==> config.mk <==
export PLATFORM = sky130hd
export DESIGN_NAME = sfsg_ram
export DESIGN_NICKNAME = d
export VERILOG_FILES = /design/src/rtl/spectral_frequency_stability_gate_top_defines.svh /design/src/rtl/sfsg_ram.sv
export SDC_FILE = /design/constraint.sdc
export NUM_CORES = 1
export LEC_CHECK = 0
export BUFFER_PORTS_ARGS = -buffer_cell sky130_fd_sc_hd__buf_2
export CAP_MARGIN = 5
export CORE_ASPECT_RATIO = 1.1
export CORE_UTILIZATION = 43
export DETAILED_ROUTE_END_ITERATION = 6
export RECOVER_POWER = 25
export SLEW_MARGIN = 20
export SYNTH_ARGS = -nofsm -noshare
export SYNTH_HDL_FRONTEND = slang
export SYNTH_SLANG_ARGS = --single-unit
==> constraint.sdc <==
create_clock -name clk_i -period 2 [get_ports clk_i]
set_input_delay 0.1 -clock clk_i [delete_from_list [all_inputs] [get_ports clk_i]]
set_output_delay 0.1 -clock clk_i [all_outputs]
set_load 0.01 [all_outputs]
==> src/rtl/spectral_frequency_stability_gate_top_defines.svh <==
// ----------------------------------------------------------------------------
// Assertion macros for the spectral frequency-stability gate
// Clocked on clk_i, disabled while rst_ni is low; empty for synthesis.
// ----------------------------------------------------------------------------
`ifndef SPECTRAL_FREQUENCY_STABILITY_GATE_TOP_DEFINES_SVH
`define SPECTRAL_FREQUENCY_STABILITY_GATE_TOP_DEFINES_SVH
`ifndef SYNTHESIS
`define SFSG_ASSERT(lbl, prop, msg) \
  lbl: assert property (@(posedge clk_i) disable iff (!rst_ni) prop) \
    else $error(msg);
`define SFSG_NEVER(lbl, expr, msg) `SFSG_ASSERT(lbl, !(expr), msg)
`else
`define SFSG_ASSERT(lbl, prop, msg)
`define SFSG_NEVER(lbl, expr, msg)
`endif
`endif

==> src/rtl/sfsg_ram.sv <==
// ----------------------------------------------------------------------------
// sfsg_ram
// Simple dual-port RAM, one write and one registered read per cycle.
// ----------------------------------------------------------------------------
module sfsg_ram #(
  parameter int Width = 8,
  parameter int Depth = 16,
  parameter int AddrW = $clog2(Depth)
) (
  input  logic             clk_i,
  input  logic             we_i,
  input  logic [AddrW-1:0] waddr_i,
  input  logic [Width-1:0] wdata_i,
  input  logic             re_i,
  input  logic [AddrW-1:0] raddr_i,
  output logic [Width-1:0] rdata_o
);

  logic [Width-1:0] mem [Depth];
  logic [Width-1:0] rdata_q;

  always_ff @(posedge clk_i) begin
    if (we_i) begin
      mem[waddr_i] <= wdata_i;
    end
    if (re_i) begin
      rdata_q <= mem[raddr_i];
    end
  end

  assign rdata_o = rdata_q;

endmodule

---- Yosys cells after proc, flatten, opt, wreduce, memory -nomap -nowiden ----
Memories as Yosys holds them, arrays and structs flattened. A register that Yosys moved wholly into a read port is not among the register bits.
Cells that the tools add are included.
word-level totals
  bits in registers ....................... 0
  RAM bits ................................ 128
  input bits .............................. 19
  output and inout port bits .............. 8
  logic and storage cells ................. 3
  memories ................................ 1
memory list
  memory  words  width  read ports  clocked after Yosys merged registers in  wr ports  line            source
  mem     16     8      1           1                                        1         sfsg_ram.sv:19  logic [Width-1:0] mem [Depth];
operators by class
  multiplexer cells ....................... 2
operator list
  kind               number
  two-way mux 1 bit  2

---- Logic depth before layout (Yosys ltp) ----
  word-level depth ........................ 2
  gate-level depth with buffers ........... 5
  mapped depth without buffers ............ 3

---- Worst setup path after synthesis ----
OpenSTA, ideal clock, no wires.
  kind .................................... input -> register
  start point ............................. input port waddr_i[2]
  end point ............................... memory mem[0][0] (enable)
  setup time .............................. 383 ps
  arrival time ............................ 1210 ps
  required time ........................... 1617 ps
  slack ................................... 407 ps
  stages .................................. 2
  buffers on the path ..................... 0
  path through ............................ or3b_2 > nor3_1
RTL lines
  what         line            source
  from (decl)  sfsg_ram.sv:12  input logic [AddrW-1:0] waddr_i,
  to (decl)    sfsg_ram.sv:19
No word-level cell before the write port.

==> flow_summary.toml <==
[placement]
pre_cts_ws_ns = 0.264
globalplace.congestion = 0.786
port_buffers = 26
dpl.hpwl_mm = 6.43

[finish]
num_antenna_cells = 0
layout.nets = 306
layout-drive-gt1-share_pct = 29.0
area_growth_syn_to_layout_pct = 20.1

[yosys]
yosys-top-cells-area = "edfxtp_1 78%, mux4_2 7.8%, mux4_1 7.0%"
ys.flop_type = "edfxtp_1"
synth_cell_types = 18
synth_most_common_cell = "edfxtp_1"
ys_top_cells_by_count = "136 x edfxtp_1, 18 x mux4_2, 16 x a22oi_1, 14 x mux4_1, 13 x nor2_1"
synth_top_area_share_pct = 78.1
ys_warn_count = 0
synth_edf_count = 136
ys_seq_elements = 136
synth.largest_area_cell = "edfxtp_1"
synth_nets = 248
synth_area_um2 = 5230
syn_avg_cell_area_um2 = 22.8
yosysSeqAreaShare_pct = 78.1
async_flop_share_pct = 0
synthCells = 229

[pwr]
peakVddDrop_uv = 592
p_clk_share_pct = 49.0
switching_share_pct = 18.1
p_sw_w = 0.00125
pwr-share-comb_pct = 4.3
p_total_w = 0.00691
leakage_nw = 2.13
powerDensity_nw_per_um2 = 1100
intPower_w = 0.00566
pwr-share-seq_pct = 46.8

[timing]
fin_skew_ns = 0.00913
final.setup.worst_slack_ns = 0.502
period_minus_slack_ns = 1.50
rsz0062_at_grt = "false"
slew_headroom_pct = 54.3
tightest_slew_ns = 0.686
setup_viol = 0
slew_violations = 0
fin_tns_setup_ns = 0
fmax_mhz = 668
fin_crit_sh_pct = 74.9
hold_violations = 0

[clocking]
cts.sinks = 136
clk_path_buf_depth = 2
cts_setup_buffers = 0
cts_inserted_buffers = 17
htreeDepth = 4
insertion_delay_ns = 0.41
cts.reportedPaths.clkPinSlew_ns = 0.06
cts_tree = "built"
ctsHoldBuffers = 0
ctsResizeCount = 0
clockRootBuffer = "clkbuf_16"

[global_routing]
grt_pass1_wl_mm = 15.1
track_usage_pct = 17.6
overflow = 0
antenna_found_initial = 0
grt_pass1_vias = 2515
grt_start_max_net_pins = 33

[route]
drtIter0Drc = 153
drc = 0
ant_nets = 0
wl_mm = 9.97
first_pass_iters = 4
wire_per_inst_um = 22.2
dr_total_vias = 2483
viasPerCell = 5.52

[floorplan]
io_pins = 27
dieArea_um2 = 12600
die_x_um = 107
start_util_pct = 44.9
die_height_um = 118
rows = 41
core_area_um2 = 11600

[run_status]
status = "completed"

[flow_run]
cap_violations = 0

[worst_hold_path]
worstHoldPathType = "in -> reg"
holdPathStages = 1

[worst_setup_path]
crit_path_end_kind = "register"
setup.worst_path.class = "reg -> reg"
ff2ff_path_depth = 3
start_kind = "register"
arrival_ns = 1.65
path_max_fanout = 1
required_ns = 2.15
[power groups by stage]
| stage | Clock (W) | Sequential (W) | Combinational, W |
|---|---|---|---|
| after floorplan | 0 | 0.00329 | 0.000162 |
| after global placement | 0 | 0.00329 | 0.000295 |
| after detailed placement | 0 | 0.00329 | 0.000301 |
| after CTS | 0.00343 | 0.00323 | 0.000301 |
| after global routing | 0.00354 | 0.00324 | 0.000321 |
| final | 0.00338 | 0.00323 | 0.000294 |
[worst max-delay path, cell delays in order (launching register included)]
cell,delay [ns]
edfxtp_1,0.36
mux4_1,0.53
a22oi_1,0.27
nand2_1,0.08
[registers in the layout (all words and copies together), names as in the netlist]
name     cells
mem        128
rdata_o      8
[logic make-up after synthesis]
group / after synthesis / share of synthesized area [%]
flip-flops: 136 / 78.1
AND/OR/NAND/NOR: 35 / 3.14
buffers and inverters: 10 / 1.65
AO/OA/AOI/OAI: 16 / 2.30
multiplexers: 32 / 14.8
[routing by layer]
metal,vias up,GRT usage [%],routed length (um)
met1,1290,23.2,4270
met5,-,0,0
met2,82,27.9,5060
li1,1099,-,-
met4,0,7.62,155
met3,12,4.37,486
[worst paths after layout]
path	from	end	slack, ns
worst min-delay path	re_i	rdata_o[5]	0.09
worst max-delay path	mem[1][0]	rdata_o[0]	0.50
worst min register to register	mem[14][5]	rdata_o[5]	0.73
worst max register to register	mem[1][0]	rdata_o[0]	0.50
[per-stage QoR]
stage | instance area [um^2] | util [%] | std cells | hold slack, ns
floorplan | 5230 | - | 229 | 0.199
global route | 6280 | 53.9 | 450 | 0.0728
detailed placement | 5640 | 48.5 | 418 | 0.499
CTS | 6290 | 54.0 | 450 | 0.0620
global placement | 5640 | 48.5 | 418 | 0.487
finish | 6280 | 53.9 | 450 | 0.0854
[layout make-up]
| class | count | area [um^2] |
|---|---|---|
| fill | 871 | 5370 |
| tap | 150 | 188 |
| clock inverter | 11 | 201 |
| clock buffer | 21 | 440 |
| sequential | 136 | 4080 |
| timing repair buffer | 49 | 308 |
| multi-input combinational | 83 | 1060 |
[placed cells by master (no fill, tap or decap)]
cell type | Yosys | final
nand3b_1 | 2 | 2
mux4_1 | 14 | 14
bufinv_16 | 0 | 6
and2_1 | 1 | 1
clkbuf_1 | 0 | 10
mux4_2 | 18 | 18
buf_2 | 3 | 20
buf_12 | 0 | 1
nand3_1 | 1 | 1
nor2_1 | 13 | 13
nor2b_1 | 1 | 1
clkinv_2 | 0 | 2
and2b_1 | 1 | 1
clkbuf_16 | 0 | 17
a22oi_1 | 16 | 16
nor3_1 | 4 | 4
clkinv_1 | 0 | 3
nand2b_1 | 2 | 2
edfxtp_1 | 136 | 136
buf_4 | 1 | 22
or3b_2 | 1 | 1
nand2_1 | 9 | 9
(Power assumes the default switching activity.)
