==> src/rtl/spectral_frequency_stability_gate_top_defines.svh <==
// ----------------------------------------------------------------------------
// Assertion macros for the spectral frequency-stability gate
// Clocked on clk_i, disabled while rst_ni is low; empty for synthesis.
// ----------------------------------------------------------------------------
`ifndef SPECTRAL_FREQUENCY_STABILITY_GATE_TOP_DEFINES_SVH
`define SPECTRAL_FREQUENCY_STABILITY_GATE_TOP_DEFINES_SVH
`ifndef SYNTHESIS
`define SFSG_ASSERT(lbl, prop, msg) \
  lbl: assert property (@(posedge clk_i) disable iff (!rst_ni) prop) \
    else $error(msg);
`define SFSG_NEVER(lbl, expr, msg) `SFSG_ASSERT(lbl, !(expr), msg)
`else
`define SFSG_ASSERT(lbl, prop, msg)
`define SFSG_NEVER(lbl, expr, msg)
`endif
`endif

==> src/rtl/sfsg_pkg.sv <==
// ----------------------------------------------------------------------------
// sfsg_pkg
// Shared constants and types of the spectral frequency-stability gate.
// ----------------------------------------------------------------------------
package sfsg_pkg;

  localparam int MaxBins   = 1024;
  localparam int BinW      = 10;
  localparam int Window    = 6;
  localparam int SlotW     = 3;
  localparam int RingDepth = Window * MaxBins;
  localparam int RingAw    = SlotW + BinW;
  localparam int SumW      = 28;
  localparam int DataW     = 24;
  localparam int ScaleW    = 16;
  localparam int CntW      = 11;
  localparam int NumW      = 28;
  localparam int StepCntW  = 4;
  localparam int RingW     = 3 * DataW;
  localparam int BinMemW   = SumW + DataW;

  localparam logic [1:0] CfgBinCount  = 2'd0;
  localparam logic [1:0] CfgGateMode  = 2'd1;
  localparam logic [1:0] CfgFreqLimit = 2'd2;

  localparam logic [1:0] ModeNoisy  = 2'd1;
  localparam logic [1:0] ModeStable = 2'd2;

  // two quotient bits per cycle
  localparam logic [StepCntW-1:0] MeanCycles  = 4'd14;
  localparam logic [StepCntW-1:0] ScaleCycles = 4'd8;

  typedef struct packed {
    logic                start;
    logic [DataW-1:0]    divisor;
    logic [DataW-1:0]    rem;
    logic [NumW-1:0]     num;
    logic [StepCntW-1:0] cycles;
  } div_req_t;

endpackage

==> src/rtl/sfsg_div.sv <==
// ----------------------------------------------------------------------------
// sfsg_div
// Restoring divider, two quotient bits per cycle, preset partial remainder.
// ----------------------------------------------------------------------------
module sfsg_div (
  input  logic                          clk_i,
  input  logic                          rst_ni,
  input  sfsg_pkg::div_req_t            req_i,
  output logic                          done_o,
  output logic [sfsg_pkg::NumW-1:0]     quot_o
);

  logic                              busy_q;
  logic                              done_q;
  logic [sfsg_pkg::StepCntW-1:0]     cnt_q;
  logic [sfsg_pkg::DataW-1:0]        rem_q, rem_d;
  logic [sfsg_pkg::DataW-1:0]        div_q;
  logic [sfsg_pkg::NumW-1:0]         num_q, num_d;
  logic [sfsg_pkg::NumW-1:0]         quot_q, quot_d;
  logic [sfsg_pkg::DataW:0]          r1, r1s, r2, r2s;
  logic                              ge1, ge2;

  always_comb begin
    r1     = {rem_q, num_q[sfsg_pkg::NumW-1]};
    ge1    = r1 >= {1'b0, div_q};
    r1s    = ge1 ? r1 - {1'b0, div_q} : r1;
    r2     = {r1s[sfsg_pkg::DataW-1:0], num_q[sfsg_pkg::NumW-2]};
    ge2    = r2 >= {1'b0, div_q};
    r2s    = ge2 ? r2 - {1'b0, div_q} : r2;
    rem_d  = r2s[sfsg_pkg::DataW-1:0];
    num_d  = {num_q[sfsg_pkg::NumW-3:0], 2'b00};
    quot_d = {quot_q[sfsg_pkg::NumW-3:0], ge1, ge2};
  end

  always_ff @(posedge clk_i or negedge rst_ni) begin
    if (!rst_ni) begin
      busy_q <= 1'b0;
      done_q <= 1'b0;
      cnt_q  <= '0;
    end else begin
      done_q <= 1'b0;
      if (req_i.start) begin
        busy_q <= 1'b1;
        cnt_q  <= req_i.cycles;
      end else if (busy_q) begin
        cnt_q <= cnt_q - 1'b1;
        if (cnt_q == sfsg_pkg::StepCntW'(1)) begin
          busy_q <= 1'b0;
          done_q <= 1'b1;
        end
      end
    end
  end

  always_ff @(posedge clk_i) begin
    if (req_i.start) begin
      rem_q  <= req_i.rem;
      div_q  <= req_i.divisor;
      num_q  <= req_i.num;
      quot_q <= '0;
    end else if (busy_q) begin
      rem_q  <= rem_d;
      num_q  <= num_d;
      quot_q <= quot_d;
    end
  end

  assign done_o = done_q;
  assign quot_o = quot_q;

endmodule

==> config.mk <==
export PLATFORM = sky130hd
export DESIGN_NAME = sfsg_div
export DESIGN_NICKNAME = d
export VERILOG_FILES = /design/src/rtl/spectral_frequency_stability_gate_top_defines.svh /design/src/rtl/sfsg_pkg.sv /design/src/rtl/sfsg_div.sv
export SDC_FILE = /design/constraint.sdc
export NUM_CORES = 1
export LEC_CHECK = 0
export BUFFER_PORTS_ARGS = -buffer_cell sky130_fd_sc_hd__buf_2
export CAP_MARGIN = 40
export CORE_ASPECT_RATIO = 1.4
export CORE_MARGIN = 2
export CORE_UTILIZATION = 58
export DETAILED_ROUTE_END_ITERATION = 10
export PLACE_DENSITY = 0.81
export SLEW_MARGIN = 20
export SYNTH_ARGS = -nofsm -noshare
export SYNTH_HDL_FRONTEND = slang
export SYNTH_SLANG_ARGS = --single-unit
==> constraint.sdc <==
create_clock -name clk_i -period 8.01 [get_ports clk_i]
set_input_delay 1.602 -clock clk_i [delete_from_list [all_inputs] [get_ports clk_i]]
set_output_delay 1.602 -clock clk_i [all_outputs]
set_load 0.005 [all_outputs]
# Word-level counts from Yosys, hierarchy flattened
# Index checks and enable logic that the tools add are counted.
totals:
  regBits: 110
  input_bits: 83
  out_inout_bits: 29
  wordCells: 28
op_classes:
  add_sub_neg: 3
  magnitude_cmp: 2
  n_eq_ne: 1
  muxes: 14
  n_reduce_logical: 1
op_table:
  columns: ["operator", "count"]
  rows:
  - ["24-bit two-way mux", 4]
  - ["28-bit two-way mux", 2]
  - ["25-bit by 24-bit greater-or-equal comparator with 1-bit output", 2]
  - ["24-bit subtractor", 2]
  - ["4-bit two-way mux", 2]
  - ["1-bit two-way mux", 6]
  - ["4-bit by 1-bit == test with 1-bit output, second input constant", 1]
  - ["4-bit by 1-bit subtractor with 4-bit output, second input constant", 1]
  - ["2-bit nonzero test", 1]

# Depth between registers and ports, before layout
logic_depth:
  ltp_word: 6
  mapped_depth: 26
  ltp_nobuf: 23

# Worst setup path after synthesis
# Ideal clock, no wire load.
synth_path:
  kind: "reg-to-reg"
  startpoint: "reg rem_q[8] (netlist bit)"
  endpoint: "reg rem_q[12] (netlist bit) (data pin)"
  setup_time_ns: 0.261
  t_arrival_ns: 5.854
  t_required_ns: 7.749
  slack_ns: 1.895
  stages_incl_launch_ff: 25
  n_path_buf: 4
  synth_period_minus_slack_ns: 6.115
  cell_sequence: "edfxtp_1 > ha_1 > nand3_1 > or4_1 > a31o_2 > a2111oi_4 > or3_2 > o211ai_4 > and2_4 > buf_6 > buf_8 > buf_2 > o21ai_0 > ha_1 > nand2b_1 > a21oi_1 > o41ai_1 > o21ai_0 > a211oi_1 > o21ai_0 > a221oi_2 > o21ai_4 > buf_4 > nor4b_1 > a221o_1"
synth_via:
  elab_chain_len: 6
  word_cells_on_any_way: 8
  cone_classes: "add/sub (2); order compare (2); mux (4)"
synth_rtl:
  columns: ["element", "line_no", "text"]
  rows:
  - ["from (decl)", "sfsg_div.sv:16", "logic [sfsg_pkg::DataW-1:0] rem_q, rem_d;"]
  - ["from (signal assigned)", "sfsg_div.sv:57", "rem_q <= req_i.rem;"]
  - ["from (signal assigned)", "sfsg_div.sv:62", "rem_q <= rem_d;"]
  - ["24-bit subtractor or 25-bit by 24-bit greater-or-equal comparator with 1-bit output (tied branches)", "sfsg_div.sv:26, sfsg_div.sv:25", null]
  - ["24-bit two-way mux *", "sfsg_div.sv:26", "r1s = ge1 ? r1 - {1'b0, div_q} : r1;"]
  - ["24-bit subtractor or 25-bit by 24-bit greater-or-equal comparator with 1-bit output (tied branches)", "sfsg_div.sv:29, sfsg_div.sv:28", null]
  - ["24-bit two-way mux *", "sfsg_div.sv:29", "r2s = ge2 ? r2 - {1'b0, div_q} : r2;"]
  - ["24-bit two-way mux *", "sfsg_div.sv:61", "end else if (busy_q) begin"]
  - ["24-bit two-way mux *", "sfsg_div.sv:56", "if (req_i.start) begin"]
# Mark *: on every way between the ends. The rest lies on a longest branch, timed or not. The select of a mux whose other input is x is not followed.
# A chain may end at the register's enable or synchronous reset.

# Worst setup path after layout
layout_path:
  startpoint: "reg rem_q[9] (netlist bit)"
  endpoint: "reg rem_q[4] (netlist bit) (data pin)"
layout_via:
  elab_chain_len: 6
  word_cells_on_any_way: 8
  cone_classes: "add/sub (2); order compare (2); mux (4)"
layout_rtl:
  columns: ["element", "line_no"]
  rows:
  - ["25-bit by 24-bit greater-or-equal comparator with 1-bit output or 24-bit subtractor (tied branches)", "sfsg_div.sv:25, sfsg_div.sv:26"]
  - ["24-bit two-way mux *", "sfsg_div.sv:26"]
  - ["24-bit subtractor or 25-bit by 24-bit greater-or-equal comparator with 1-bit output (tied branches)", "sfsg_div.sv:29, sfsg_div.sv:28"]
  - ["24-bit two-way mux *", "sfsg_div.sv:29"]
  - ["24-bit two-way mux *", "sfsg_div.sv:61"]
  - ["24-bit two-way mux *", "sfsg_div.sv:56"]
# Marks and branches as above.

==> impl_metrics.env <==
export IMPL_syn_num_nets=812
export IMPL_vias=5473
export IMPL_fin_util_pct=67.31
export IMPL_n_antenna_cell=0
export IMPL_crit_type="flip-flop to flip-flop"
export IMPL_crit_chain="ha_1 -> a211oi_1 -> nor2_1 -> o31ai_1 -> a211oi_1 -> or3_2 -> o211ai_4 -> and2_4 -> mux2_2 -> ha_1 -> o211ai_1 -> a21oi_1 -> o41ai_1 -> buf_4 -> o21ai_0 -> a211oi_1 -> o21ai_0 -> a221oi_2 -> o21ai_4 -> buf_16 -> mux2_2 -> mux2_2"
export IMPL_layout_common_cells="buf_2, edfxtp_1, mux2_2"
export IMPL_portBuffers=111
export IMPL_num_nets_final=919
export IMPL_critPathRequiredTime_ps=8110
export IMPL_die_area_sq_um=13310
export IMPL_maxSlewHeadroom_pct=47.91
export IMPL_wl_per_cell_um=16.96
export IMPL_intPower_uw=2416
export IMPL_grt_pass1_wl_um=26080
export IMPL_grt_use_total_pct=24.22
export IMPL_worstReg2RegEnd="rem_q[4]"
export IMPL_swShare_pct=44.06
export IMPL_start_kind="flip-flop"
export IMPL_syn_to_final_growth_pct=14.21
export IMPL_rsz0062_at_grt="no"
export IMPL_total_leakage_power_uw=0.003825
export IMPL_hpwl_um=12080
export IMPL_cts_max_path_buffers=2
export IMPL_grt_pass1_vias=5737
export IMPL_tns_ps=0
export IMPL_drt_initial_drc_count=368
export IMPL_die_h_um=135.7
export IMPL_skew_ps=13.63
export IMPL_drc=0
export IMPL_synth_compound_area_share_pct=13.06
export IMPL_crit_cells=22
export IMPL_crit_family="compound AO/OA/AOI/OAI gates"
export IMPL_final_period_utilization_pct=86.98
export IMPL_pwr_share_comb_pct=69.7
export IMPL_synth_cell_types=61
export IMPL_ys_seq_area_share_pct=41.65
export IMPL_synth_edf_count=76
export IMPL_synth_top_family_by_area="multiplexers"
export IMPL_p_switching_uw=1902
export IMPL_ys_flop_type="edfxtp_1"
export IMPL_antenna_found_initial=0
export IMPL_totalWireLength_um=15920
export IMPL_hp_class="flip-flop to flip-flop"
export IMPL_place_ws_ps=1143
export IMPL_cts_clk_slew_worst_paths_ps=80
export IMPL_r2r_cells=22
export IMPL_setup_viol=0
export IMPL_cts_resized=0
export IMPL_slowest_delay_ps=550
export IMPL_power_share_clock_pct=10.5
export IMPL_dp_cells=922
export IMPL_synth_fa_ha_area_share_pct=9.263
export IMPL_reg2reg_from="rem_q[9]"
export IMPL_yosys_area_share_simple_pct=9.908
export IMPL_seqPwrFrac_pct=19.8
export IMPL_crit_arrival_ps=7070
export IMPL_netlist_instances=677
export IMPL_worst_hold_path_endpoint="quot_o[27]"
export IMPL_cap_violations=0
export IMPL_slowest_stage="o31ai_1"
export IMPL_synth_xor_area_share_pct=5.363
export IMPL_slew_viol_final=0
export IMPL_die_w_um=98.07
export IMPL_worst_pin_slew_ps=773.2
export IMPL_ios=112
export IMPL_clock_fmax_mhz=143.5
export IMPL_coreArea_sq_um=12190
export IMPL_dr_pass1_iters=7
export IMPL_post_cts_buffers=0
export IMPL_ys_ff_latch=110
export IMPL_avgSynthCellArea_sq_um=10.61
export IMPL_setup_slack_ps=1043
export IMPL_synthArstFlopShare_pct=5.455
export IMPL_syn_cell_area_sq_um=7186
export IMPL_layout_commonest_cell="buf_2"
export IMPL_cts_root_buf="clkbuf_16"
export IMPL_hold_viol=0
export IMPL_synthMuxAreaShare_pct=16.51
export IMPL_p_per_area_nw_per_um2=526.2
export IMPL_endpoint_kind="flip-flop"
export IMPL_worstHoldStart="quot_o[27]"
export IMPL_drive_above_1_share_pct=25.48
export IMPL_cts_inserted_buffers=9
export IMPL_cts_hold_buf=0
export IMPL_yosysWarnings=0
export IMPL_crit_buf_inv=2
export IMPL_vias_per_cell=5.829
export IMPL_p_total_uw=4318
export IMPL_timing_reg2reg_setup_slack_ps=1040
export IMPL_row_count=48
export IMPL_ant_nets=0
export IMPL_peakVddDrop_mv=0.2038
export IMPL_period_minus_slack_ps=6967
export IMPL_status="finished clean"
export IMPL_start_util_pct=58.94
export IMPL_clock_latency_ps=360
export IMPL_overflow=0
export IMPL_grt_max_degree=78
export IMPL_cts_tree="done"
export IMPL_cp_max_fo=26
export IMPL_layout_cells_non_filler=939
export IMPL_whs_path_depth=2
export IMPL_cts_htree_levels=3
export IMPL_clock_sinks=110
export IMPL_gp_congestion=0.8960
==> state kept, by name, summed over array words and instances, names as in the netlist <==
signal  flops
div_q      24
cnt_q       4
rem_q      24
busy_q      1
done_o      1
num_q      28
quot_o     28
==> power by group through the flow <==
stage	registers [uW]	logic, uW	clock network (uW)
detailed placement	865	2970	0
global route	866	3330	481
global placement	863	2830	0
floorplan	841	2360	0
CTS	855	2990	465
finish	853	3010	454
==> cells in the mapped netlist (6+ instances only) <==
cell / count / area share (%)
edfxtp_1: 76 / 32
mux2_2: 56 / 8.8
mux2i_1: 54 / 7.5
inv_1: 52 / 2.7
ha_1: 50 / 8.7
nor2_1: 50 / 2.6
a21oi_1: 38 / 2.6
nand2_1: 32 / 1.7
xnor2_1: 31 / 3.8
o21ai_0: 30 / 2.1
dfxtp_1: 28 / 7.8
a21o_1: 15 / 1.6
clkbuf_1: 14 / 0.73
xor2_1: 13 / 1.6
nand3_1: 11 / 0.77
nor3_1: 11 / 0.77
nand4_1: 9 / 0.78
a211oi_1: 8 / 0.84
nand2b_1: 7 / 0.61
a21boi_0: 6 / 0.63
and3_1: 6 / 0.52
dfrtp_1: 6 / 2.1
==> worst reg2reg max path: cells and delay by family, from the launching register on <==
family / cells / cell delay (ps)
AOI/OAI and AO/OA: 12 / 3140
adders and majority gates: 2 / 740
buffers and inverters: 2 / 440
DFF: 1 / 390
muxes: 3 / 930
and+or+nand+nor: 3 / 1050
==> metal layers <==
| layer | GRT usage (%) | vias to the layer above | part of all wire [%] |
|---|---|---|---|
| li1 | - | 2698 | - |
| met1 | 26.06 | 2613 | 38 |
| met2 | 45.78 | 127 | 55 |
| met3 | 3.922 | 35 | 3.7 |
| met4 | 11.50 | 0 | 3.3 |
| met5 | 0 | - | 0 |
==> metrics by stage <==
| step | instance area [sq um] | hold WS [ps] |
|---|---|---|
| 6_report | 8207 | 510.7 |
| 3_3_place_gp | 7859 | 471.6 |
| 3_5_place_dp | 7886 | 494.3 |
| 5_1_grt | 8207 | 556.6 |
| 4_1_cts | 8187 | 516.4 |
| 2_1_floorplan | 7186 | 485.1 |
==> cells by family (layout without fill, tap and decap cells) <==
kind of cell	count (synthesis)	count (layout)
flops	110	110
xor+xnor	44	44
mux	111	111
simple gates	148	148
buf+inv	74	186
fa+ha+maj	52	52
compound gates	138	138
==> how the worst max path moves through the flow <==
stage,start,endpoint,slack (ps)
after global routing,rem_q[9],rem_q[4],550
final,rem_q[9],rem_q[4],1040
after global placement,rem_q[9],rem_q[4],1300
after floorplan,rem_q[8],rem_q[12],1890
after CTS,rem_q[9],rem_q[4],1090
after detailed placement,rem_q[9],rem_q[4],1140
==> area by class of cell <==
type | instances | area, sq um
fillers | 991 | 3985
clock inverters | 7 | 75.07
flip-flops and latches | 110 | 2993
clock buffers | 9 | 225.2
multi-input cells | 493 | 3887
well taps | 150 | 187.7
repair buffers | 118 | 643.1
inverters | 52 | 195.2
Note: power is estimated with default switching activity, not from simulation.
